--- config.mk ---
export PLATFORM = sky130hd
export DESIGN_NAME = keyboard_matrix_scan
export DESIGN_NICKNAME = d
export VERILOG_FILES = /design/src/hdl/kms_pkg.sv /design/src/hdl/kms_key_decode.sv /design/src/hdl/kms_matrix.sv /design/src/hdl/keyboard_matrix_scan.sv
export SDC_FILE = /design/constraint.sdc
export NUM_CORES = 1
export LEC_CHECK = 0
export ABC_AREA = 0
export CAP_MARGIN = 20
export CORE_UTILIZATION = 45
export CTS_BUF_LIST = sky130_fd_sc_hd__clkbuf_4 sky130_fd_sc_hd__clkbuf_8
export DETAILED_ROUTE_END_ITERATION = 6
export DONT_BUFFER_PORTS = 1
export GPL_ROUTABILITY_DRIVEN = 0
export SLEW_MARGIN = 20
export SYNTH_ARGS = -nofsm -noshare
export SYNTH_HDL_FRONTEND = slang
export SYNTH_SLANG_ARGS = --single-unit
--- constraint.sdc ---
create_clock -name clk -period 3.2 [get_ports clk]
set_clock_uncertainty 0.2 [all_clocks]
set_input_delay 0.32 -clock clk [delete_from_list [all_inputs] [get_ports clk]]
set_output_delay 0.32 -clock clk [all_outputs]
set_load 0.05 [all_outputs]
--- src/hdl/kms_pkg.sv ---
// Shared types, constants and the key-code table for the keyboard matrix scanner.
`default_nettype none
package kms_pkg;

    localparam int ROWS     = 8;
    localparam int ROW_BITS = 3;
    localparam int COLS     = 5;
    localparam logic [COLS-1:0] ROW_IDLE = 5'h1f;

    typedef enum logic [1:0] {
        MODE_PRESS   = 2'd0,
        MODE_RELEASE = 2'd1,
        MODE_READ    = 2'd2
    } mode_t;

    typedef struct packed {
        logic                hit;
        logic [ROW_BITS-1:0] row;
        logic [COLS-1:0]     mask;
    } key_t;

    // Matrix update command from the input stage.
    typedef struct packed {
        logic       apply;
        logic       down;
        logic       clear_all;
        key_t       first;
        key_t       second;
    } cmd_t;

    function automatic key_t key_lookup(input logic [7:0] code);
        key_t k;
        k.hit = 1'b1;
        unique case (code)
            "1": begin k.row = 3'd4; k.mask = 5'd1;  end
            "2": begin k.row = 3'd4; k.mask = 5'd2;  end
            "3": begin k.row = 3'd4; k.mask = 5'd4;  end
            "4": begin k.row = 3'd4; k.mask = 5'd8;  end
            "5": begin k.row = 3'd4; k.mask = 5'd16; end
            "6": begin k.row = 3'd3; k.mask = 5'd16; end
            "7": begin k.row = 3'd3; k.mask = 5'd8;  end
            "8": begin k.row = 3'd3; k.mask = 5'd4;  end
            "9": begin k.row = 3'd3; k.mask = 5'd2;  end
            "0": begin k.row = 3'd3; k.mask = 5'd1;  end
            "q": begin k.row = 3'd5; k.mask = 5'd1;  end
            "w": begin k.row = 3'd5; k.mask = 5'd2;  end
            "e": begin k.row = 3'd5; k.mask = 5'd4;  end
            "r": begin k.row = 3'd5; k.mask = 5'd8;  end
            "t": begin k.row = 3'd5; k.mask = 5'd16; end
            "y": begin k.row = 3'd2; k.mask = 5'd16; end
            "u": begin k.row = 3'd2; k.mask = 5'd8;  end
            "i": begin k.row = 3'd2; k.mask = 5'd4;  end
            "o": begin k.row = 3'd2; k.mask = 5'd2;  end
            "p": begin k.row = 3'd2; k.mask = 5'd1;  end
            "a": begin k.row = 3'd6; k.mask = 5'd1;  end
            "s": begin k.row = 3'd6; k.mask = 5'd2;  end
            "d": begin k.row = 3'd6; k.mask = 5'd4;  end
            "f": begin k.row = 3'd6; k.mask = 5'd8;  end
            "g": begin k.row = 3'd6; k.mask = 5'd16; end
            "h": begin k.row = 3'd1; k.mask = 5'd16; end
            "j": begin k.row = 3'd1; k.mask = 5'd8;  end
            "k": begin k.row = 3'd1; k.mask = 5'd4;  end
            "l": begin k.row = 3'd1; k.mask = 5'd2;  end
            "E": begin k.row = 3'd1; k.mask = 5'd1;  end // enter
            "C": begin k.row = 3'd7; k.mask = 5'd1;  end // caps shift
            "z": begin k.row = 3'd7; k.mask = 5'd2;  end
            "x": begin k.row = 3'd7; k.mask = 5'd4;  end
            "c": begin k.row = 3'd7; k.mask = 5'd8;  end
            "v": begin k.row = 3'd7; k.mask = 5'd16; end
            "b": begin k.row = 3'd0; k.mask = 5'd16; end
            "n": begin k.row = 3'd0; k.mask = 5'd8;  end
            "m": begin k.row = 3'd0; k.mask = 5'd4;  end
            "S": begin k.row = 3'd0; k.mask = 5'd2;  end // symbol shift
            " ": begin k.row = 3'd0; k.mask = 5'd1;  end // space
            default:
            begin
                k.hit  = 1'b0;
                k.row  = '0;
                k.mask = '0;
            end
        endcase
        return k;
    endfunction

endpackage
`default_nettype wire

--- src/hdl/kms_key_decode.sv ---
// Key-code decoder: maps one code to its row and column mask.
`default_nettype none
module kms_key_decode
    import kms_pkg::*;
(
    input  wire logic [7:0] code,
    output key_t            key
);

    assign key = key_lookup(code);

endmodule
`default_nettype wire

--- src/hdl/kms_matrix.sv ---
// Key matrix state: press/release update and row-select read.
`default_nettype none
module kms_matrix
    import kms_pkg::*;
(
    input  wire logic              clk,
    input  wire logic              rst_n,
    input  wire cmd_t              cmd,
    input  wire logic [ROWS-1:0]   row_select,
    output logic      [COLS-1:0]   column_data
);

    logic [COLS-1:0] rows_reg  [ROWS];
    logic [COLS-1:0] rows_next [ROWS];

    always_comb
    begin
        logic [COLS-1:0] m;
        for (int r = 0; r < ROWS; r++)
        begin
            m = '0;
            if (cmd.first.hit && cmd.first.row == ROW_BITS'(r))
                m = m | cmd.first.mask;
            if (cmd.second.hit && cmd.second.row == ROW_BITS'(r))
                m = m | cmd.second.mask;
            rows_next[r] = rows_reg[r];
            if (cmd.apply)
            begin
                priority if (cmd.clear_all)
                    rows_next[r] = ROW_IDLE;
                else if (cmd.down)
                    rows_next[r] = rows_reg[r] & ~m;
                else
                    rows_next[r] = rows_reg[r] | m;
            end
        end
    end

    always_ff @(posedge clk or negedge rst_n)
    begin
        if (!rst_n)
        begin
            for (int r = 0; r < ROWS; r++)
                rows_reg[r] <= ROW_IDLE;
        end
        else
        begin
            for (int r = 0; r < ROWS; r++)
                rows_reg[r] <= rows_next[r];
        end
    end

    // bit 7 of the select byte picks row 0
    always_comb
    begin
        column_data = ROW_IDLE;
        for (int r = 0; r < ROWS; r++)
        begin
            if (!row_select[ROWS-1-r])
                column_data = column_data & rows_reg[r];
        end
    end

endmodule
`default_nettype wire

--- src/hdl/keyboard_matrix_scan.sv ---
// Top level of the 8x5 keyboard matrix scanner with stream input and output.
//
//  channel | dir | tdata (low bit up)                          | tuser     | beats
//  s_axis  | in  | first_key[7:0] second_key[15:8] row_sel[23:16] | mode[1:0] | one command
//  m_axis  | out | column_data[4:0], zeros above                 | -         | one per read
//
//  A beat lands in the input register and is decoded there; a press or release is applied
//  in the next cycle. One beat per cycle is sustained while no read waits to be registered.
//  Press, release and mode 3 beats give no output beat.
//  A read waits in the input register only while the output register holds an
//  untaken result; the input side then stalls until m_axis_tready.
//  rst_n (async, active low) sets every row to 0x1f and empties both registers.
`default_nettype none
module keyboard_matrix_scan
    import kms_pkg::*;
(
    input  wire logic        clk,
    input  wire logic        rst_n,
    input  wire logic        s_axis_tvalid,
    output logic             s_axis_tready,
    input  wire logic [23:0] s_axis_tdata,  // first_key, second_key, row_select
    input  wire logic [1:0]  s_axis_tuser,  // mode
    output logic             m_axis_tvalid,
    input  wire logic        m_axis_tready,
    output logic [7:0]       m_axis_tdata   // column_data, zero fill
);

    // input register
    logic            in_valid_reg, in_valid_next;
    logic [1:0]      mode_reg;
    logic [7:0]      first_reg, second_reg, sel_reg;

    // result register
    logic            out_valid_reg, out_valid_next;
    logic [COLS-1:0] col_reg;

    logic            is_read, is_press, is_release;
    logic            out_free, stage_fire, in_beat;
    key_t            first_key, second_key;
    cmd_t            cmd;
    logic [COLS-1:0] col_data;

    assign is_read    = (mode_reg == MODE_READ);
    assign is_press   = (mode_reg == MODE_PRESS);
    assign is_release = (mode_reg == MODE_RELEASE);

    assign out_free   = !out_valid_reg || m_axis_tready;
    // only a read needs room in the result register
    assign stage_fire = in_valid_reg && (!is_read || out_free);
    assign s_axis_tready = !in_valid_reg || stage_fire;
    assign in_beat    = s_axis_tvalid && s_axis_tready;

    kms_key_decode u_dec_first
    (
        .code (first_reg),
        .key  (first_key)
    );

    kms_key_decode u_dec_second
    (
        .code (second_reg),
        .key  (second_key)
    );

    always_comb
    begin
        cmd.apply     = stage_fire && (is_press || is_release);
        cmd.down      = is_press;
        // release naming no key resets the whole matrix
        cmd.clear_all = is_release && (first_reg == 8'd0) && (second_reg == 8'd0);
        cmd.first     = first_key;
        cmd.second    = second_key;
    end

    kms_matrix u_matrix
    (
        .clk         (clk),
        .rst_n       (rst_n),
        .cmd         (cmd),
        .row_select  (sel_reg),
        .column_data (col_data)
    );

    always_comb
    begin
        in_valid_next = in_valid_reg;
        if (in_beat)
            in_valid_next = 1'b1;
        else if (stage_fire)
            in_valid_next = 1'b0;

        out_valid_next = out_valid_reg;
        if (stage_fire && is_read)
            out_valid_next = 1'b1;
        else if (m_axis_tready)
            out_valid_next = 1'b0;
    end

    always_ff @(posedge clk or negedge rst_n)
    begin
        if (!rst_n)
        begin
            in_valid_reg  <= 1'b0;
            out_valid_reg <= 1'b0;
        end
        else
        begin
            in_valid_reg  <= in_valid_next;
            out_valid_reg <= out_valid_next;
        end
    end

    always_ff @(posedge clk)
    begin
        if (in_beat)
        begin
            mode_reg   <= s_axis_tuser;
            first_reg  <= s_axis_tdata[7:0];
            second_reg <= s_axis_tdata[15:8];
            sel_reg    <= s_axis_tdata[23:16];
        end
        if (stage_fire && is_read)
            col_reg <= col_data;
    end

    assign m_axis_tvalid = out_valid_reg;
    assign m_axis_tdata  = {3'b000, col_reg};

endmodule
`default_nettype wire

Word level (Yosys, flattened, before mapping). Cells that the tools add are included.

Bits in registers: 73. Input bits: 30. Output and inout port bits: 10. Logic and storage cells: 236.

Equal/unequal tests: 96. Muxes and demuxes: 48. Bitwise logic cells: 39. Reductions and logical operators: 38.

Operator list (number): $pmux 8 s40 (2); $eq 8x7->1 const B (58); $mux 5 (40); $eq 8x6->1 const B (22); $or 5x5->5 (16); $reduce_or 40->1 (2); $and 5x5->5 (15); $not 5->5 (8); $eq 3x3->1 const B (8); $logic_and 1x1->1 (22); $logic_not 8->1 (2); $eq 3x2->1 const B (4); $eq 3x1->1 const B (2); $logic_not 3->1 (2); $mux 1 (6); $logic_or 1x1->1 (4); $reduce_bool 2->1 (2); $logic_not 1->1 (3); $eq 2x1->1 const B (1); $eq 2x2->1 const B (1); $logic_not 2->1 (1).

Logic depth before layout (Yosys ltp).
Depth after elaboration: 15. Depth in mapped cells: 8. Mapped depth without buffers: 5.

Cells and area by module. From an unflattened synthesis, not the netlist that was laid out.

Cells, all modules: 641. Area, all modules: 5823.1 um^2.

Modules (own cells, without submodules): kms_matrix (times used 1, cells an instance 337, area each 3198.1 um^2, seq. area each 1051.0 um^2); kms_key_decode (times used 2, cells an instance 125, area each 760.7 um^2, seq. area each 0.0 um^2); keyboard_matrix_scan (times used 1, cells an instance 54, area each 1103.6 um^2, seq. area each 980.9 um^2).

Worst setup path after synthesis. Ideal clock, no wire load.

Path kind: reg2reg. From: register out_valid_reg (netlist: m_axis_tvalid). To: register first_reg[0], enable pin. Setup time: 412 ps. Data arrival time: 1991 ps. Data required time: 2588 ps. Setup slack: 597 ps. Cell stages (with the launch flop): 4. Buffers on the path: 0. Period minus slack after synthesis: 2603 ps. Cell sequence: dfrtp_1 -> nand2b_1 -> nor2_1 -> nor2b_1.

Word-level cells in the longest chain between the ends: 6.

RTL lines: start, declared (RTL line keyboard_matrix_scan.sv:34) `logic out_valid_reg, out_valid_next;`; start signal, assigned (RTL line keyboard_matrix_scan.sv:109) `out_valid_reg <= out_valid_next;`; $logic_not 1->1 (RTL line keyboard_matrix_scan.sv:47) `assign out_free = !out_valid_reg || m_axis_tready;`; $logic_or 1x1->1 (RTL line keyboard_matrix_scan.sv:47); $logic_or 1x1->1 (RTL line keyboard_matrix_scan.sv:49) `assign stage_fire = in_valid_reg && (!is_read || out_free);`; $logic_and 1x1->1 (RTL line keyboard_matrix_scan.sv:49); $logic_or 1x1->1 (RTL line keyboard_matrix_scan.sv:50) `assign s_axis_tready = !in_valid_reg || stage_fire;`; $logic_and 1x1->1 (RTL line keyboard_matrix_scan.sv:51) `assign in_beat = s_axis_tvalid && s_axis_tready;`; net in_beat (RTL line keyboard_matrix_scan.sv:38) `logic out_free, stage_fire, in_beat;`; end signal, assigned (RTL line keyboard_matrix_scan.sv:118) `first_reg <= s_axis_tdata[7:0];`; end, declared (RTL line keyboard_matrix_scan.sv:31) `logic [7:0] first_reg, second_reg, sel_reg;`.

The timed path passes the listed nets, and every way through them passes these cells. A chain may end at the register's enable or synchronous reset.

Worst setup path in the final report.
From: register first_reg[0]. To: register u_matrix.rows_reg[6] in the netlist's numbering.

Word-level cells in the longest chain between the ends: 11. Elaborated cells between the ends (all ways): 56. Classes of those cells: eq/ne (41); mux (6); bitwise (4); reduce/logical (5).

RTL lines: $eq 8x6->1 / $eq 8x7->1 (equally long branches) (RTL line kms_pkg.sv:34) `unique case (code)`; $pmux 8 s40 / $reduce_or 40->1 (equally long branches); $eq 3x3->1 / $mux 1 (equally long branches) (RTL line kms_matrix.sv:22, kms_pkg.sv:34); $logic_and 1x1->1 (RTL line kms_matrix.sv:22) `if (cmd.first.hit && cmd.first.row == ROW_BITS'(r))`; $mux 5 (RTL line kms_matrix.sv:22); $or 5x5->5 (RTL line kms_matrix.sv:25) `m = m | cmd.second.mask;`; $mux 5 (RTL line kms_matrix.sv:24) `if (cmd.second.hit && cmd.second.row == ROW_BITS'(r))`; $not 5->5 (RTL line kms_matrix.sv:32) `rows_next[r] = rows_reg[r] & ~m;`; $and 5x5->5 (RTL line kms_matrix.sv:32); $mux 5 (RTL line kms_matrix.sv:31) `else if (cmd.down)`; $mux 5 * (RTL line kms_matrix.sv:29) `priority if (cmd.clear_all)`; end signal, assigned by index (RTL line kms_matrix.sv:49) `rows_reg[r] <= rows_next[r];`; end, declared (RTL line kms_matrix.sv:13) `logic [COLS-1:0] rows_reg [ROWS];`.

Mark *: on every way between the ends. The rest lies on a longest branch, timed or not.

==> flow_summary_export.csv <==
group,metric,value,unit
floorplan,rows,33,
power,leakage,1.39,nW
yosys,ys_seq_area_frac,0.526,
worst_setup_path,crit_chain,"nor4_4 -> nand4_1 -> or2_1 -> buf_4 -> a21oi_1 -> o22a_1",
yosys,synth.area.top_cells,"dfstp_2, edfxtp_1, o22a_1",
global_routing,grt_pass1_wl,15700,µm
power,intPower,1.63,mW
cts,cts_buffer_depth,2,
worst_setup_path,crit_path_max_incr_delay,0.57,ns
detailed_routing,wirelength,9840,µm
finish,post-route-cell-area,0.00438,mm²
power,netSwitchingFraction,0.253,
power,switching_power,0.551,mW
sta,setup_viol,0,
cts,htreeDepth,3,
detailed_routing,drt_iter0_markers,180,
global_routing,grt-ovfl-total,0,
placement,io_buffer_count,0,
power,combPwrFrac,0.093,
yosys,post_synth.cell_area_avg,11.3,µm²
floorplan,die_w,94.7,µm
placement,hpwl,6610,µm
sta,fin_ws,0.987,ns
floorplan,die_area,0.00896,mm²
hold_path,holdCritPathClass,"in -> async",
yosys,yosys_warnings,0,
sta,worstMarginPinSlew,0.684,ns
yosys,synth.distinct_cells,45,
yosys,yosysMostFrequentCell,"o22a_1",
finish,drive_gt1_frac,0.218,
worst_setup_path,critPathLaunchType,"flip-flop",
global_routing,grt_pass1_vias,2859,
floorplan,start_util,0.468,
cts,clockRootBuffer,"clkbuf_8",
worst_setup_path,startpoint,"first_reg[0]",
cts,clk_pin_slew,0.07,ns
outcome,status,"finished clean",
worst_setup_path,path_max_fanout,40,
worst_setup_path,worstSetupPathType,"reg -> reg",
worst_setup_path,required,3.29,ns
finish,multi_input_area,0.00163,mm²
cts,post_cts_resized,0,
yosys,postSynthCellCount,342,
finish,area_delta_synth_final,13.3,%
finish,diodes,0,
finish,fillers,737,
yosys,async_flop_share,0.575,
worst_setup_path,cpMaxStageDelayCell,"edfxtp_1",
yosys,synth_area_leader_cell,"dfstp_2",
finish,ff_latch_area,0.00203,mm²
detailed_routing,vias_per_cell,6.25,
floorplan,fp.coreArea,0.00826,mm²
yosys,syn-cell-area,0.00386,mm²
sta,timing.final.max_slew_violations,0,
power,irDropWorstVdd,279,µV
worst_setup_path,end_kind,"flip-flop",
sta,finalHoldViolations,0,
finish,fin_nets,387,
sta,fin_crit,2.21,ns
cts,insertion_delay,0.36,ns
detailed_routing,vias,2921,
cts,numCtsBuffers,9,
job,maxCapViolCount,0,
sta,rsz0062_at_grt,"no",
global_routing,grt_max_degree,43,
worst_setup_path,r2r-start,"first_reg[0]",
sta,tns,0,ns
yosys,yosys-top-cells-count,"o22a_1, dfstp_2, edfxtp_1",
global_routing,antenna_found_initial,0,
worst_setup_path,crit_arrival,2.31,ns
detailed_routing,firstDrtPassIters,4,
global_routing,grt_util_all_layers,0.241,
sta,whs,0.228,ns
power,p_clk_frac,0.365,
yosys,synth_edf_count,31,
detailed_routing,drc,0,
sta,period_share,0.692,
finish,largest_reg_flops,40,
yosys,yosys_most_used_dff,"dfstp_2",
sta,fmax,0.452,GHz
sta,relSlewSlack,0.537,
power,powerDensity,497,mW/mm²
power,seq_power_share,0.541,
detailed_routing,wl_per_cell,21.1,µm
cts,cts_tree,"yes",
placement,placed_area,0.00385,mm²
cts,post_cts_buffers,0,
yosys,yosysTopAreaCellShare,0.272,
cts,cts_sinks,73,
yosys,yosys_register_bits,73,
placement,place_ws,1.04,ns
detailed_routing,ant_nets,0,
power,finalPower,2.18,mW
floorplan,die_y,94.7,µm
floorplan,io_pins,40,
-- cells by family after synthesis --
logic type                after synthesis  synth area share
and+or+nand+nor                        87             0.140
xor gates and xnor gates                2           0.00453
AOI/OAI and AO/OA                     142             0.273
buffers and inverters                  37            0.0554
DFF                                    73             0.526
other                                   1          0.000971
-- worst paths after layout --
kind / endpoint / slack, ns / depth (start not counted)
min in group clk: u_matrix.rows_reg[28] / 0.32 / 1
max in group asynchronous: u_matrix.rows_reg[20] / 2.28 / 2
worst min-delay path: in_valid_reg / 0.23 / 2
worst min register to register: u_matrix.rows_reg[28] / 0.32 / 1
worst max register to register: u_matrix.rows_reg[6] / 0.99 / 6
worst max-delay path: u_matrix.rows_reg[6] / 0.99 / 6
-- worst max-delay path, delay by kind of cell (launching register included) --
kind | cells | cell delay [ns]
buffers and inverters | 1 | 0.29
flip-flops | 1 | 0.57
AND/OR/NAND/NOR | 3 | 0.72
AO/OA/AOI/OAI | 2 | 0.35
-- layout by cell type, fill, tap and decap left out, types with 2 or more instances in the layout --
cell type	n
a21oi_1	28
a21oi_2	12
a22oi_1	25
a32oi_1	5
and3_1	6
buf_4	6
bufinv_16	2
clkbuf_8	9
clkinv_2	2
clkinv_4	2
conb_1	3
dfrtp_1	2
dfstp_2	40
dlygate4sd3_1	29
edfxtp_1	31
inv_1	3
nand2_1	9
nand2b_1	9
nand3_1	2
nand3b_1	3
nand4b_1	2
nor2_1	15
nor2b_1	9
nor3_1	10
nor4_1	5
nor4_4	2
nor4b_1	2
nor4bb_1	2
o22a_1	47
o22ai_1	20
or2_1	2
-- power groups by stage --
stage / clock network (mW) / logic [mW] / registers, mW
finish: 0.796 / 0.203 / 1.18
global route: 0.845 / 0.223 / 1.19
CTS: 0.811 / 0.204 / 1.18
detailed placement: 0 / 0.162 / 1.19
global placement: 0 / 0.159 / 1.19
floorplan: 0 / 0.154 / 1.15
-- stage by stage --
step	std cells	utilization
6_report	467	0.530
5_1_grt	467	0.530
4_1_cts	467	0.530
3_5_place_dp	421	0.466
3_3_place_gp	421	0.466
2_1_floorplan	344	-
-- layout make-up --
| class | instances | area share |
|---|---|---|
| Multi-Input combinational cell | 234 | 0.372 |
| Clock inverter | 7 | 0.0217 |
| Clock buffer | 9 | 0.0283 |
| Tap cell | 105 | 0.0300 |
| Timing Repair Buffer | 36 | 0.0812 |
| Sequential cell | 73 | 0.464 |
| Inverter | 3 | 0.00257 |
-- repair_timing --
item | CTS | global route
endpoints found under the setup margin | 0 | 0
hold buffers | 30 | 0
endpoints found under the hold margin | 70 | 0
-- metal layers --
layer / track usage / share of wire / up-vias
li1: - / - / 1367
met1: 0.336 / 0.47 / 1451
met2: 0.374 / 0.47 / 85
met3: 0.0483 / 0.041 / 18
met4: 0.0833 / 0.018 / 0
met5: 0 / 0 / -
(Power assumes the default switching activity.)
